$ cat config.mk
export PLATFORM = sky130hd
export DESIGN_NAME = binary_morphology_3x3
export DESIGN_NICKNAME = d
export VERILOG_FILES = /design/src/bmorph_pkg.sv /design/src/bmorph_ram.sv /design/src/binary_morphology_3x3.sv
export SDC_FILE = /design/constraint.sdc
export NUM_CORES = 2
export LEC_CHECK = 0
export BUFFER_PORTS_ARGS = -buffer_cell sky130_fd_sc_hd__buf_4
export CORE_ASPECT_RATIO = 0.75
export CORE_UTILIZATION = 45
export CTS_BUF_LIST = sky130_fd_sc_hd__clkbuf_4 sky130_fd_sc_hd__clkbuf_8
export DETAILED_ROUTE_END_ITERATION = 7
export PLACE_DENSITY_LB_ADDON = 0.05
export SLEW_MARGIN = 10
export SYNTH_ARGS = -nofsm -noshare
export SYNTH_HDL_FRONTEND = slang
export SYNTH_SLANG_ARGS = --single-unit
$ cat constraint.sdc
create_clock -name clk -period 13.4 [get_ports clk]
set_input_delay 0 -clock clk [delete_from_list [all_inputs] [get_ports clk]]
set_output_delay 0 -clock clk [all_outputs]
set_load 0.02 [all_outputs]
$ cat src/bmorph_pkg.sv
`default_nettype none

package bmorph_pkg;

    // Configuration register widths and the widest of them
    localparam int MODE_W     = 1;
    localparam int IMG_W_W    = 11;
    localparam int IMG_H_W    = 13;
    localparam int CFG_DATA_W = 13;
    localparam int CFG_IDX_W  = 2;

    // Register reset values
    localparam int IMG_W_RST = 640;
    localparam int IMG_H_RST = 480;

    // Pixel width and the foreground and background result values
    localparam int                PIX_W  = 8;
    localparam logic [PIX_W-1:0]  PIX_FG = 8'd255;
    localparam logic [PIX_W-1:0]  PIX_BG = 8'd0;

    // Input actions
    localparam logic ACT_PUSH  = 1'b0;
    localparam logic ACT_FLUSH = 1'b1;

    // Operating modes
    localparam logic MODE_ERODE  = 1'b0;
    localparam logic MODE_DILATE = 1'b1;

    // Register indexes
    typedef enum logic [CFG_IDX_W-1:0] {
        CFG_MODE   = 2'd0,
        CFG_WIDTH  = 2'd1,
        CFG_HEIGHT = 2'd2
    } cfg_idx_t;

    // 3x3 window masks: bit = column * 3 + row, column 0 left, row 0 up
    localparam logic [8:0] WIN_LEFT  = 9'h007;
    localparam logic [8:0] WIN_RIGHT = 9'h1C0;
    localparam logic [8:0] WIN_UP    = 9'h049;
    localparam logic [8:0] WIN_DOWN  = 9'h124;

endpackage

`default_nettype wire

$ cat src/bmorph_ram.sv
`default_nettype none

module bmorph_ram #(
    parameter int WIDTH = 2,
    parameter int DEPTH = 1024
) (
    input  wire logic                     clk,
    input  wire logic                     we,
    input  wire logic [$clog2(DEPTH)-1:0] waddr,
    input  wire logic [WIDTH-1:0]         wdata,
    input  wire logic                     re,
    input  wire logic [$clog2(DEPTH)-1:0] raddr,
    output logic      [WIDTH-1:0]         rdata
);

    logic [WIDTH-1:0] mem [DEPTH];

    // Write port
    always_ff @(posedge clk)
    begin
        if (we)
        begin
            mem[waddr] <= wdata;
        end
    end

    // Registered read port, holds while idle
    always_ff @(posedge clk)
    begin
        if (re)
        begin
            rdata <= mem[raddr];
        end
    end

endmodule

`default_nettype wire

$ cat src/binary_morphology_3x3.sv
`default_nettype none

// Streaming 3x3 binary erosion / dilation. Pixels of one frame enter in raster
// order, one transaction per cycle; any nonzero pixel is foreground and each
// result is 0 or 255. Neighbours outside the frame are ignored. Results lag
// the input by one row plus one pixel, so after the last pixel the frame needs
// image_width + 1 flush transactions (or further pushes, which act as flushes)
// to drain; frame_last marks the final result and the next push starts a new
// frame. The result a transaction completes passes through stage 1 to the
// output register: the registered read of the line store (one 2-bit word per
// column holding the two rows above) is issued as the transaction is taken,
// and the window update and result follow when stage 1 retires. Sustained
// rate is one pixel per cycle, set by the single read and single write of the
// line store per pixel; it drops only while a finished result waits at the
// output. A flush taken before the frame is complete is discarded. Register
// writes restart the frame; the user must make them only while idle (not enforced).
module binary_morphology_3x3 #(
    parameter int MAX_WIDTH  = 1024,
    parameter int MAX_HEIGHT = 4096
) (
    input  wire logic                                clk,
    input  wire logic                                rst_n,
    // configuration
    input  wire logic                                cfg_we,
    input  wire logic [bmorph_pkg::CFG_IDX_W-1:0]    cfg_index,
    input  wire logic [bmorph_pkg::CFG_DATA_W-1:0]   cfg_data,
    // pixel input
    input  wire logic                                in_valid,
    output logic                                     in_ready,
    input  wire logic                                action,
    input  wire logic [bmorph_pkg::PIX_W-1:0]        pixel,
    // result output
    output logic                                     out_valid,
    input  wire logic                                out_ready,
    output logic      [bmorph_pkg::PIX_W-1:0]        out_pixel,
    output logic      [$clog2(MAX_HEIGHT)-1:0]       out_row,
    output logic      [$clog2(MAX_WIDTH)-1:0]        out_col,
    output logic                                     frame_last
);

    localparam int CW = $clog2(MAX_WIDTH);        // column index
    localparam int RO = $clog2(MAX_HEIGHT);       // result row index
    localparam int RW = $clog2(MAX_HEIGHT + 2);   // input row, runs to height + 1
    localparam int WW = $clog2(MAX_WIDTH + 1);    // clamped width
    localparam int HW = $clog2(MAX_HEIGHT + 1);   // clamped height

    function automatic logic [WW-1:0] clamp_w(input logic [31:0] v);
        logic [31:0] r;
        begin
            r = v;
            if (v == 32'd0)
            begin
                r = 32'd1;
            end
            else if (v > 32'(MAX_WIDTH))
            begin
                r = 32'(MAX_WIDTH);
            end
            return r[WW-1:0];
        end
    endfunction

    function automatic logic [HW-1:0] clamp_h(input logic [31:0] v);
        logic [31:0] r;
        begin
            r = v;
            if (v == 32'd0)
            begin
                r = 32'd1;
            end
            else if (v > 32'(MAX_HEIGHT))
            begin
                r = 32'(MAX_HEIGHT);
            end
            return r[HW-1:0];
        end
    endfunction

    localparam logic [WW-1:0] W_RST = clamp_w(32'(bmorph_pkg::IMG_W_RST));
    localparam logic [HW-1:0] H_RST = clamp_h(32'(bmorph_pkg::IMG_H_RST));

    // Configuration, held clamped
    logic          mode_reg;
    logic [WW-1:0] w_reg;
    logic [HW-1:0] h_reg;
    logic          restart;

    // Input side counters
    logic [CW-1:0] in_col_reg, in_col_next;
    logic [RW-1:0] in_row_reg, in_row_next;

    // Stage 1: line store data returning
    logic          s1_valid_reg, s1_valid_next;
    logic          s1_v_reg;
    logic [CW-1:0] s1_c_reg;
    logic          s1_emit_reg;
    logic          s1_last_reg;
    logic          s1_c0_reg;
    logic          fwd_reg, fwd_next;
    logic [1:0]    fwd_data_reg;

    // Window and result position
    logic [8:0]    window_reg, window_next;
    logic [CW-1:0] res_col_reg, res_col_next;
    logic [RO-1:0] res_row_reg, res_row_next;

    // Output register
    logic          out_valid_reg, out_valid_next;
    logic [bmorph_pkg::PIX_W-1:0] out_pixel_reg;
    logic [RO-1:0] out_row_reg;
    logic [CW-1:0] out_col_reg;
    logic          out_last_reg;

    // Derived limits
    logic [WW-1:0] w_m1;
    logic [HW-1:0] h_m1;
    logic [RW-1:0] h_ext;
    logic [RW-1:0] h_p1;

    assign w_m1  = w_reg - 1'b1;
    assign h_m1  = h_reg - 1'b1;
    assign h_ext = RW'(h_reg);
    assign h_p1  = h_ext + 1'b1;

    // Stage 0 decode
    logic       accept;
    logic       in_frame;
    logic       work;
    logic       v0;
    logic       emit0;
    logic       last0;
    logic       col_end0;
    logic       s1_go;

    assign accept   = in_valid && in_ready;
    assign in_frame = (in_row_reg < h_ext);
    assign work     = accept && (!in_frame || (action == bmorph_pkg::ACT_PUSH));
    assign v0       = in_frame && (pixel != '0);
    assign emit0    = (in_row_reg >= RW'(2))
                   || ((in_row_reg == RW'(1)) && (in_col_reg != '0));
    assign last0    = (in_row_reg == h_p1) && (in_col_reg == '0);
    assign col_end0 = (WW'(in_col_reg) == w_m1);

    // Stage 1 may retire unless its result has no room
    assign s1_go    = s1_valid_reg && (!s1_emit_reg || !out_valid_reg || out_ready);
    assign in_ready = !s1_valid_reg || s1_go;

    // Line store: bit 0 upper row, bit 1 middle row
    logic [1:0] ram_rdata;
    logic [1:0] line_bits;
    logic [1:0] wb_data;

    assign line_bits = fwd_reg ? fwd_data_reg : ram_rdata;
    assign wb_data   = {s1_v_reg, line_bits[1]};

    bmorph_ram #(
        .WIDTH (2),
        .DEPTH (MAX_WIDTH)
    ) u_line_ram (
        .clk   (clk),
        .we    (s1_go),
        .waddr (s1_c_reg),
        .wdata (wb_data),
        .re    (work),
        .raddr (in_col_reg),
        .rdata (ram_rdata)
    );

    // Window update and result
    logic [8:0] win_shift;
    logic [8:0] e_bits;
    logic [8:0] mask;
    logic       hit;
    logic       res_col_end;

    assign win_shift   = {s1_v_reg, line_bits, window_reg[8:3]};
    assign e_bits      = s1_c0_reg ? {3'b000, window_reg[8:3]} : win_shift;
    assign res_col_end = (WW'(res_col_reg) == w_m1);

    always_comb
    begin
        mask = 9'h1FF;
        if (res_col_reg == '0)
        begin
            mask = mask & ~bmorph_pkg::WIN_LEFT;
        end
        if (res_col_end)
        begin
            mask = mask & ~bmorph_pkg::WIN_RIGHT;
        end
        if (res_row_reg == '0)
        begin
            mask = mask & ~bmorph_pkg::WIN_UP;
        end
        if (HW'(res_row_reg) == h_m1)
        begin
            mask = mask & ~bmorph_pkg::WIN_DOWN;
        end
        unique case (mode_reg)
            bmorph_pkg::MODE_ERODE:  hit = ((e_bits & mask) == mask);
            bmorph_pkg::MODE_DILATE: hit = ((e_bits & mask) != '0);
            default:                 hit = 1'b0;
        endcase
    end

    // Next-state logic
    always_comb
    begin
        in_col_next    = in_col_reg;
        in_row_next    = in_row_reg;
        s1_valid_next  = s1_valid_reg;
        fwd_next       = fwd_reg;
        window_next    = window_reg;
        res_col_next   = res_col_reg;
        res_row_next   = res_row_reg;
        out_valid_next = out_valid_reg;

        if (out_valid_reg && out_ready)
        begin
            out_valid_next = 1'b0;
        end

        // input counters advance on each working transaction
        if (work)
        begin
            if (last0)
            begin
                in_col_next = '0;
                in_row_next = '0;
            end
            else if (col_end0)
            begin
                in_col_next = '0;
                in_row_next = in_row_reg + 1'b1;
            end
            else
            begin
                in_col_next = in_col_reg + 1'b1;
            end
        end

        if (accept)
        begin
            s1_valid_next = work;
            fwd_next      = s1_go && (s1_c_reg == in_col_reg);
        end
        else if (s1_go)
        begin
            s1_valid_next = 1'b0;
        end

        // retire stage 1
        if (s1_go)
        begin
            window_next = s1_last_reg ? '0 : win_shift;
            if (s1_emit_reg)
            begin
                out_valid_next = 1'b1;
                if (s1_last_reg)
                begin
                    res_col_next = '0;
                    res_row_next = '0;
                end
                else if (res_col_end)
                begin
                    res_col_next = '0;
                    res_row_next = res_row_reg + 1'b1;
                end
                else
                begin
                    res_col_next = res_col_reg + 1'b1;
                end
            end
        end

        if (restart)
        begin
            in_col_next  = '0;
            in_row_next  = '0;
            window_next  = '0;
            res_col_next = '0;
            res_row_next = '0;
        end
    end

    // Register write decode
    always_comb
    begin
        unique case (cfg_index)
            bmorph_pkg::CFG_MODE,
            bmorph_pkg::CFG_WIDTH,
            bmorph_pkg::CFG_HEIGHT: restart = cfg_we;
            default:                restart = 1'b0;
        endcase
    end

    // Control registers
    always_ff @(posedge clk or negedge rst_n)
    begin
        if (!rst_n)
        begin
            mode_reg      <= bmorph_pkg::MODE_ERODE;
            w_reg         <= W_RST;
            h_reg         <= H_RST;
            in_col_reg    <= '0;
            in_row_reg    <= '0;
            s1_valid_reg  <= 1'b0;
            fwd_reg       <= 1'b0;
            window_reg    <= '0;
            res_col_reg   <= '0;
            res_row_reg   <= '0;
            out_valid_reg <= 1'b0;
        end
        else
        begin
            if (cfg_we)
            begin
                unique case (cfg_index)
                    bmorph_pkg::CFG_MODE:   mode_reg <= cfg_data[0];
                    bmorph_pkg::CFG_WIDTH:
                        w_reg <= clamp_w(32'(cfg_data[bmorph_pkg::IMG_W_W-1:0]));
                    bmorph_pkg::CFG_HEIGHT:
                        h_reg <= clamp_h(32'(cfg_data[bmorph_pkg::IMG_H_W-1:0]));
                    default: ;
                endcase
            end
            in_col_reg    <= in_col_next;
            in_row_reg    <= in_row_next;
            s1_valid_reg  <= s1_valid_next;
            fwd_reg       <= fwd_next;
            window_reg    <= window_next;
            res_col_reg   <= res_col_next;
            res_row_reg   <= res_row_next;
            out_valid_reg <= out_valid_next;
        end
    end

    // Stage 1 payload
    always_ff @(posedge clk)
    begin
        if (work)
        begin
            s1_v_reg     <= v0;
            s1_c_reg     <= in_col_reg;
            s1_emit_reg  <= emit0;
            s1_last_reg  <= last0;
            s1_c0_reg    <= (in_col_reg == '0);
            fwd_data_reg <= wb_data;
        end
    end

    // Output payload
    always_ff @(posedge clk)
    begin
        if (s1_go && s1_emit_reg)
        begin
            out_pixel_reg <= hit ? bmorph_pkg::PIX_FG : bmorph_pkg::PIX_BG;
            out_row_reg   <= res_row_reg;
            out_col_reg   <= res_col_reg;
            out_last_reg  <= s1_last_reg;
        end
    end

    assign out_valid  = out_valid_reg;
    assign out_pixel  = out_pixel_reg;
    assign out_row    = out_row_reg;
    assign out_col    = out_col_reg;
    assign frame_last = out_last_reg;

    // Checks
    a_last_pos: assert property (@(posedge clk) disable iff (!rst_n)
        (out_valid_reg && out_last_reg)
            |-> ((WW'(out_col_reg) == w_m1) && (HW'(out_row_reg) == h_m1)))
        else $error("frame_last away from the bottom right pixel");

    // same column twice in a row: one-pixel frame, or a new frame after the last
    a_fwd_width: assert property (@(posedge clk) disable iff (!rst_n)
        (s1_valid_reg && fwd_reg) |-> ((w_reg == WW'(1)) || (s1_c_reg == '0)))
        else $error("line store forward away from a repeated column");

    a_col_range: assert property (@(posedge clk) disable iff (!rst_n)
        WW'(in_col_reg) < w_reg)
        else $error("input column beyond frame width");

    a_row_range: assert property (@(posedge clk) disable iff (!rst_n)
        in_row_reg <= h_p1)
        else $error("input row beyond drain row");

    a_win_clear: assert property (@(posedge clk) disable iff (!rst_n)
        (s1_go && s1_last_reg) |=> (window_reg == '0))
        else $error("window not cleared after frame end");

endmodule

`default_nettype wire
[Word-level counts from Yosys, hierarchy flattened]
Memory sizes are Yosys's and may differ from the RTL's. A register that Yosys moved wholly into a read port is not among the register bits.
Index checks and enable logic that the tools add are counted.
Word-level totals
  register bits after elaboration: 129
  bits in writable memories: 2048
  input bits: 29
  output and inout port bits: 33
  memories kept: 1
Memory list
  u_line_ram.mem: depth 1024, bits a word 2, read ports 1, clocked after Yosys merged registers in 1, write ports 1, line bmorph_ram.sv:16  | logic [WIDTH-1:0] mem [DEPTH];
Operators by class
  add/sub/neg operators: 7
  $lt $le $gt $ge: 4
  eq/ne operators: 9
  mux-type cells: 41
  bitwise gates (word level): 3
  reductions and logical operators: 40
Operators with widths (number)
  $mux W10: 9
  $mux W13: 6
  $mux W12: 5
  $mux W9: 6
  $add A13 B1 Y13 const B: 2
  $eq A10 B11 Y1: 2
  $mux W11: 2
  $add A10 B1 Y10 const B: 2
  $logic_not A10 Y1: 2
  $eq A12 B13 Y1: 1
  $eq A13 B1 Y1 const B: 1
  $eq A13 B13 Y1: 1
  $ge A13 B2 Y1 const B: 1
  $gt A13 B13 Y1 const B: 1
  $logic_not A13 Y1: 1
  $lt A13 B13 Y1: 1
  $sub A13 B1 Y13 const B: 1
  $add A12 B1 Y12 const B: 1
  $logic_not A12 Y1: 1
  $gt A11 B11 Y1 const B: 1
  $logic_not A11 Y1: 1
  $sub A11 B1 Y11 const B: 1
  $eq A10 B10 Y1: 1
  $reduce_and A2 Y1: 5
  other kinds (22): 49

[Depth between registers and ports, before layout]
  word-level depth: 9
  mapped depth: 19
  gate-level depth less buffers: 10

[Cells and area by module]
A second synthesis with hierarchy kept.
Second synthesis, totals
  cells, all modules: 5581
  area total of the unflattened synthesis: 91312.6 µm²
By module, submodules not included
  bmorph_ram: instances 1, cells an instance 4793, area each 83777.8 µm², seq. area each 61559.0 µm²
  binary_morphology_3x3: instances 1, cells an instance 788, area each 7534.7 µm², seq. area each 3185.6 µm²

[Worst setup path after synthesis]
OpenSTA, ideal clock, no wires.
  path type: reg-to-reg
  start: register s1_v_reg
  end: register fwd_data_reg[1], data pin
  arrival time: 12.058 ns
  data required time: 10.721 ns
  setup slack: -1.337 ns
  stages on the path, launching flop included: 1
  path buffers: 0
  period minus slack after synthesis: 14.737 ns
  cell sequence: edfxtp_1
RTL lines
  start: declaration: line binary_morphology_3x3.sv:94  | logic s1_v_reg;
  start signal: assignment: line binary_morphology_3x3.sv:343  | s1_v_reg <= v0;
  end signal: assignment: line binary_morphology_3x3.sv:348  | fwd_data_reg <= wb_data;
  end: declaration: line binary_morphology_3x3.sv:100  | logic [1:0] fwd_data_reg;
No word-level cell between the ends.

==> impl_results.md <==
- Most frequent cell after synthesis: edfxtp_1
- I/O Buffers: 61
- Tmin final: 6.04 ns
- Final nets: 5633
- VDD IR max: 0.108 mV
- Finished Layout Cells: 8484
- Worst-Margin Slew: 1.30 ns
- Post-CTS Setup Repair Bufs: 0
- Final period utilization: 45.1%
- Final hold violations: 0
- H-tree depth: 5
- Vias in the first global route: 52000
- Pre-CTS WS: 7.26 ns
- CP dominant cell by count: buf_4
- Clock Tree Root: clkbuf_8
- Crit-path slowest cell: buf_4
- Endpoint type of the worst setup path: flop
- Clk pwr share: 33.0%
- Largest net degree at the start of global routing: 232
- IO Count: 62
- Cell variety after synth: 80
- Post-Place Cells: 7817
- Largest stage delay on the critical path: 0.86 ns
- Psw: 4.85 mW
- First-pass DRT Iterations: 8
- Synth Flop Type: edfxtp_1
- Commonest cells post-synth: edfxtp_1, nor2_1, mux4_2
- Register bit total from synthesis: 2169
- Die Y: 390 um
- Post-DR vias/cell: 6.18
- Sw Share: 29.1%
- Clock-pin slew on the worst setup and hold paths: 0.07 ns
- Slew Viols, Final: 0
- Die ar.: 202000 um^2
- End of the critical path: u_line_ram.rdata[0]
- Die width: 519 um
- Worst Skew: 0.0630 ns
- Outcome: finished with violations
- Total Wirelength: 285 mm
- Post-Syn Area: 90100 um^2
- Leakage power: 31.1 nW
- Hold Crit Class: input pin to flop
- Worst skew pair latency: 0.97 ns
- FFs w/ async S/R, synth: 3.64%
- Flop-to-flop setup slack: 7.36 ns
- Layout cell share with drive strength beyond 1: 22.2%
- Crit path cell chain: buf_4 -> buf_12 -> buf_4 -> mux4_2 -> a22oi_1 -> a21oi_1 -> nor4_1 -> buf_4 -> o22ai_1 -> o21ai_0 -> and3_1 -> a21oi_1
- WHS Path Cells: 4
- EDFF count, synth: 2090
- Hold WS: 0.0896 ns
- Row cnt: 141
- Max Buffers Root-to-Sink: 4
- Critical Path Start Type: flop
- Seq/Total Area, Yosys: 71.8%
- Total length of routed met3 wires: 25.6 mm
- Top post-synthesis cells by area: edfxtp_1, mux4_2, nor2_1, dfrtp_1, mux2i_1
- Final setup vio count: 0
- Via count: 52442
- Share of the synthesized area in the top cell type: 69.6%
- Reg-to-reg endpoint: u_line_ram.rdata[0]
- Routed wire per std cell: 33.6 um
- Max Freq: 165 MHz
- Worst setup startpoint: in_col_reg[0]
- Reg2Reg Depth: 12
- Violated checks: design-rule violations
- Synth area leader: edfxtp_1
- CP Class: flop to flop
- CP required: 14.08 ns
- Clock sink total: 2169
- Largest register FFs: 2048
- CTS tree: built
- Pwr/cell area: 166 nW/um^2
- Max-Cap Viols: 0
- Detailed Route Iter0 Violations: 6459
- Wl on met1: 128 mm
- Area of the multi-input gates: 23500 um^2
- Core outline area: 198000 um^2
- RSZ-0062 raised after global routing: false
- Seq pwr share: 46.6%
- # DRC: 8
- Crit path DAT: 6.72 ns
- GRT Util Overall: 28.1%
- Routability congestion estimate: 0.812
- Final ANT Viol Nets: 0
- CTS Buf Count: 343
- Worst setup margin: 7.36 ns
- Syn nets: 5463
- Top Metal Used: met5
- Post-Synthesis Cells: 5409
- Combinational Power Share: 20.4%
- Synth warn: 0
- Reg2reg start: in_col_reg[0]
- Mapped Avg Cell Area: 16.7 um^2
- Post-layout power: 16.7 mW
- Placed wire-length estimate: 155 mm
- First-pass GRT wire length: 400 mm
- CP Max Fanout: 77
- Fill count: 16632
- WL met2: 124 mm
- Slew margin rel.: 13.3%
- Pint: 11.8 mW
- Antenna violations before repair: 21
- Initial core utilization: 45.5%
- Synth-to-layout area growth: 11.4%
- Grt ovf: 0
- Register Area: 64800 um^2
[routing by layer]
layer	up-vias	track usage (%)
li1	21473	-
met1	27974	42.9
met2	2559	40.3
met3	434	6.02
met4	2	8.43
met5	-	0
[layout by cell type (no fill, tap or decap), types with 20 or more instances in the layout]
master | synthesis | final
edfxtp_1 | 2090 | 2090
nand3_1 | 55 | 52
nor3_1 | 36 | 34
and3_1 | 29 | 29
o21ai_1 | 19 | 20
nor2_1 | 1083 | 1079
inv_1 | 37 | 36
dfrtp_1 | 73 | 67
o22ai_1 | 52 | 52
nand2_4 | 0 | 29
clkbuf_4 | 0 | 106
xnor2_1 | 39 | 39
mux4_2 | 488 | 488
buf_4 | 34 | 195
xor2_1 | 34 | 34
o21ai_0 | 52 | 51
clkinv_1 | 2 | 90
nor4_1 | 30 | 30
nand2_1 | 217 | 184
clkbuf_8 | 0 | 354
a21oi_1 | 85 | 84
dlygate4sd3_1 | 0 | 61
ha_1 | 25 | 25
a32oi_1 | 30 | 30
nand4_1 | 28 | 28
mux2i_1 | 109 | 109
a22oi_1 | 93 | 93
clkinv_2 | 0 | 28
[how the worst min path moves through the flow]
stage | startpoint | to | slack, ns
6_report | pixel[2] | s1_v_reg | 0.09
5_1_grt | pixel[1] | s1_v_reg | 0.06
4_1_cts | cfg_we | mode_reg | 0.008
3_5_place_dp | rst_n | in_row_reg[4] | -0.05
3_3_place_gp | rst_n | in_row_reg[0] | -0.06
2_1_floorplan | rst_n | fwd_reg | -0.30
[metrics by stage]
step / instance area, um^2 / util (%) / setup TNS, ns
global placement: 93400 / 47.2 / 0
floorplan: 90100 / - / -1371.13
CTS: 100000 / 50.7 / 0
finish: 100000 / 50.7 / 0
detailed placement: 93400 / 47.2 / 0
global route: 100000 / 50.7 / 0
[layout make-up]
| type | instances | share of cell area (%) |
|---|---|---|
| clock buffer | 460 | 5.64 |
| sequential | 2169 | 64.5 |
| tap | 2645 | 3.30 |
| inverter | 41 | 0.162 |
| clock inverter | 133 | 0.714 |
| multi-input combinational | 2760 | 23.4 |
| timing repair buffer | 264 | 2.23 |
| antenna | 12 | 0.0299 |
[power groups by stage]
stage | Combinational, mW | Sequential (mW) | Clock, mW
2_1_floorplan | 2.25 | 8.09 | 0
6_report | 3.40 | 7.77 | 5.49
5_1_grt | 3.57 | 7.78 | 5.84
4_1_cts | 3.39 | 7.77 | 5.57
3_5_place_dp | 3.36 | 7.91 | 0
3_3_place_gp | 3.36 | 7.91 | 0
[critical path, delay by kind of cell, from the launching register on]
kind	cells	cell delay, ns
buffers and inverters	4	2.33
and+or+nand+nor	2	0.86
muxes	1	0.61
DFF	1	0.83
AOI/OAI and AO/OA	5	0.90
[cells by family (layout without fill, tap and decap cells)]
family | count (synthesis) | after routing | synth area share, %
DFF | 2169 | 2169 | 71.8
and+or+nand+nor | 1586 | 1586 | 7.44
muxes | 607 | 607 | 13.5
buffers and inverters | 480 | 898 | 2.46
AOI/OAI and AO/OA | 460 | 460 | 3.50
xor gates and xnor gates | 80 | 80 | 0.884
adders and majority gates | 27 | 27 | 0.369
other | 0 | 12 | 0
[repair_timing]
item,4_1_cts,5_1_grt
hold buffers,62,0
setup endpoints to repair,0,0
gates resized for setup,0,0
endpoints found under the hold margin,163,0
(Power assumes the default switching activity.)
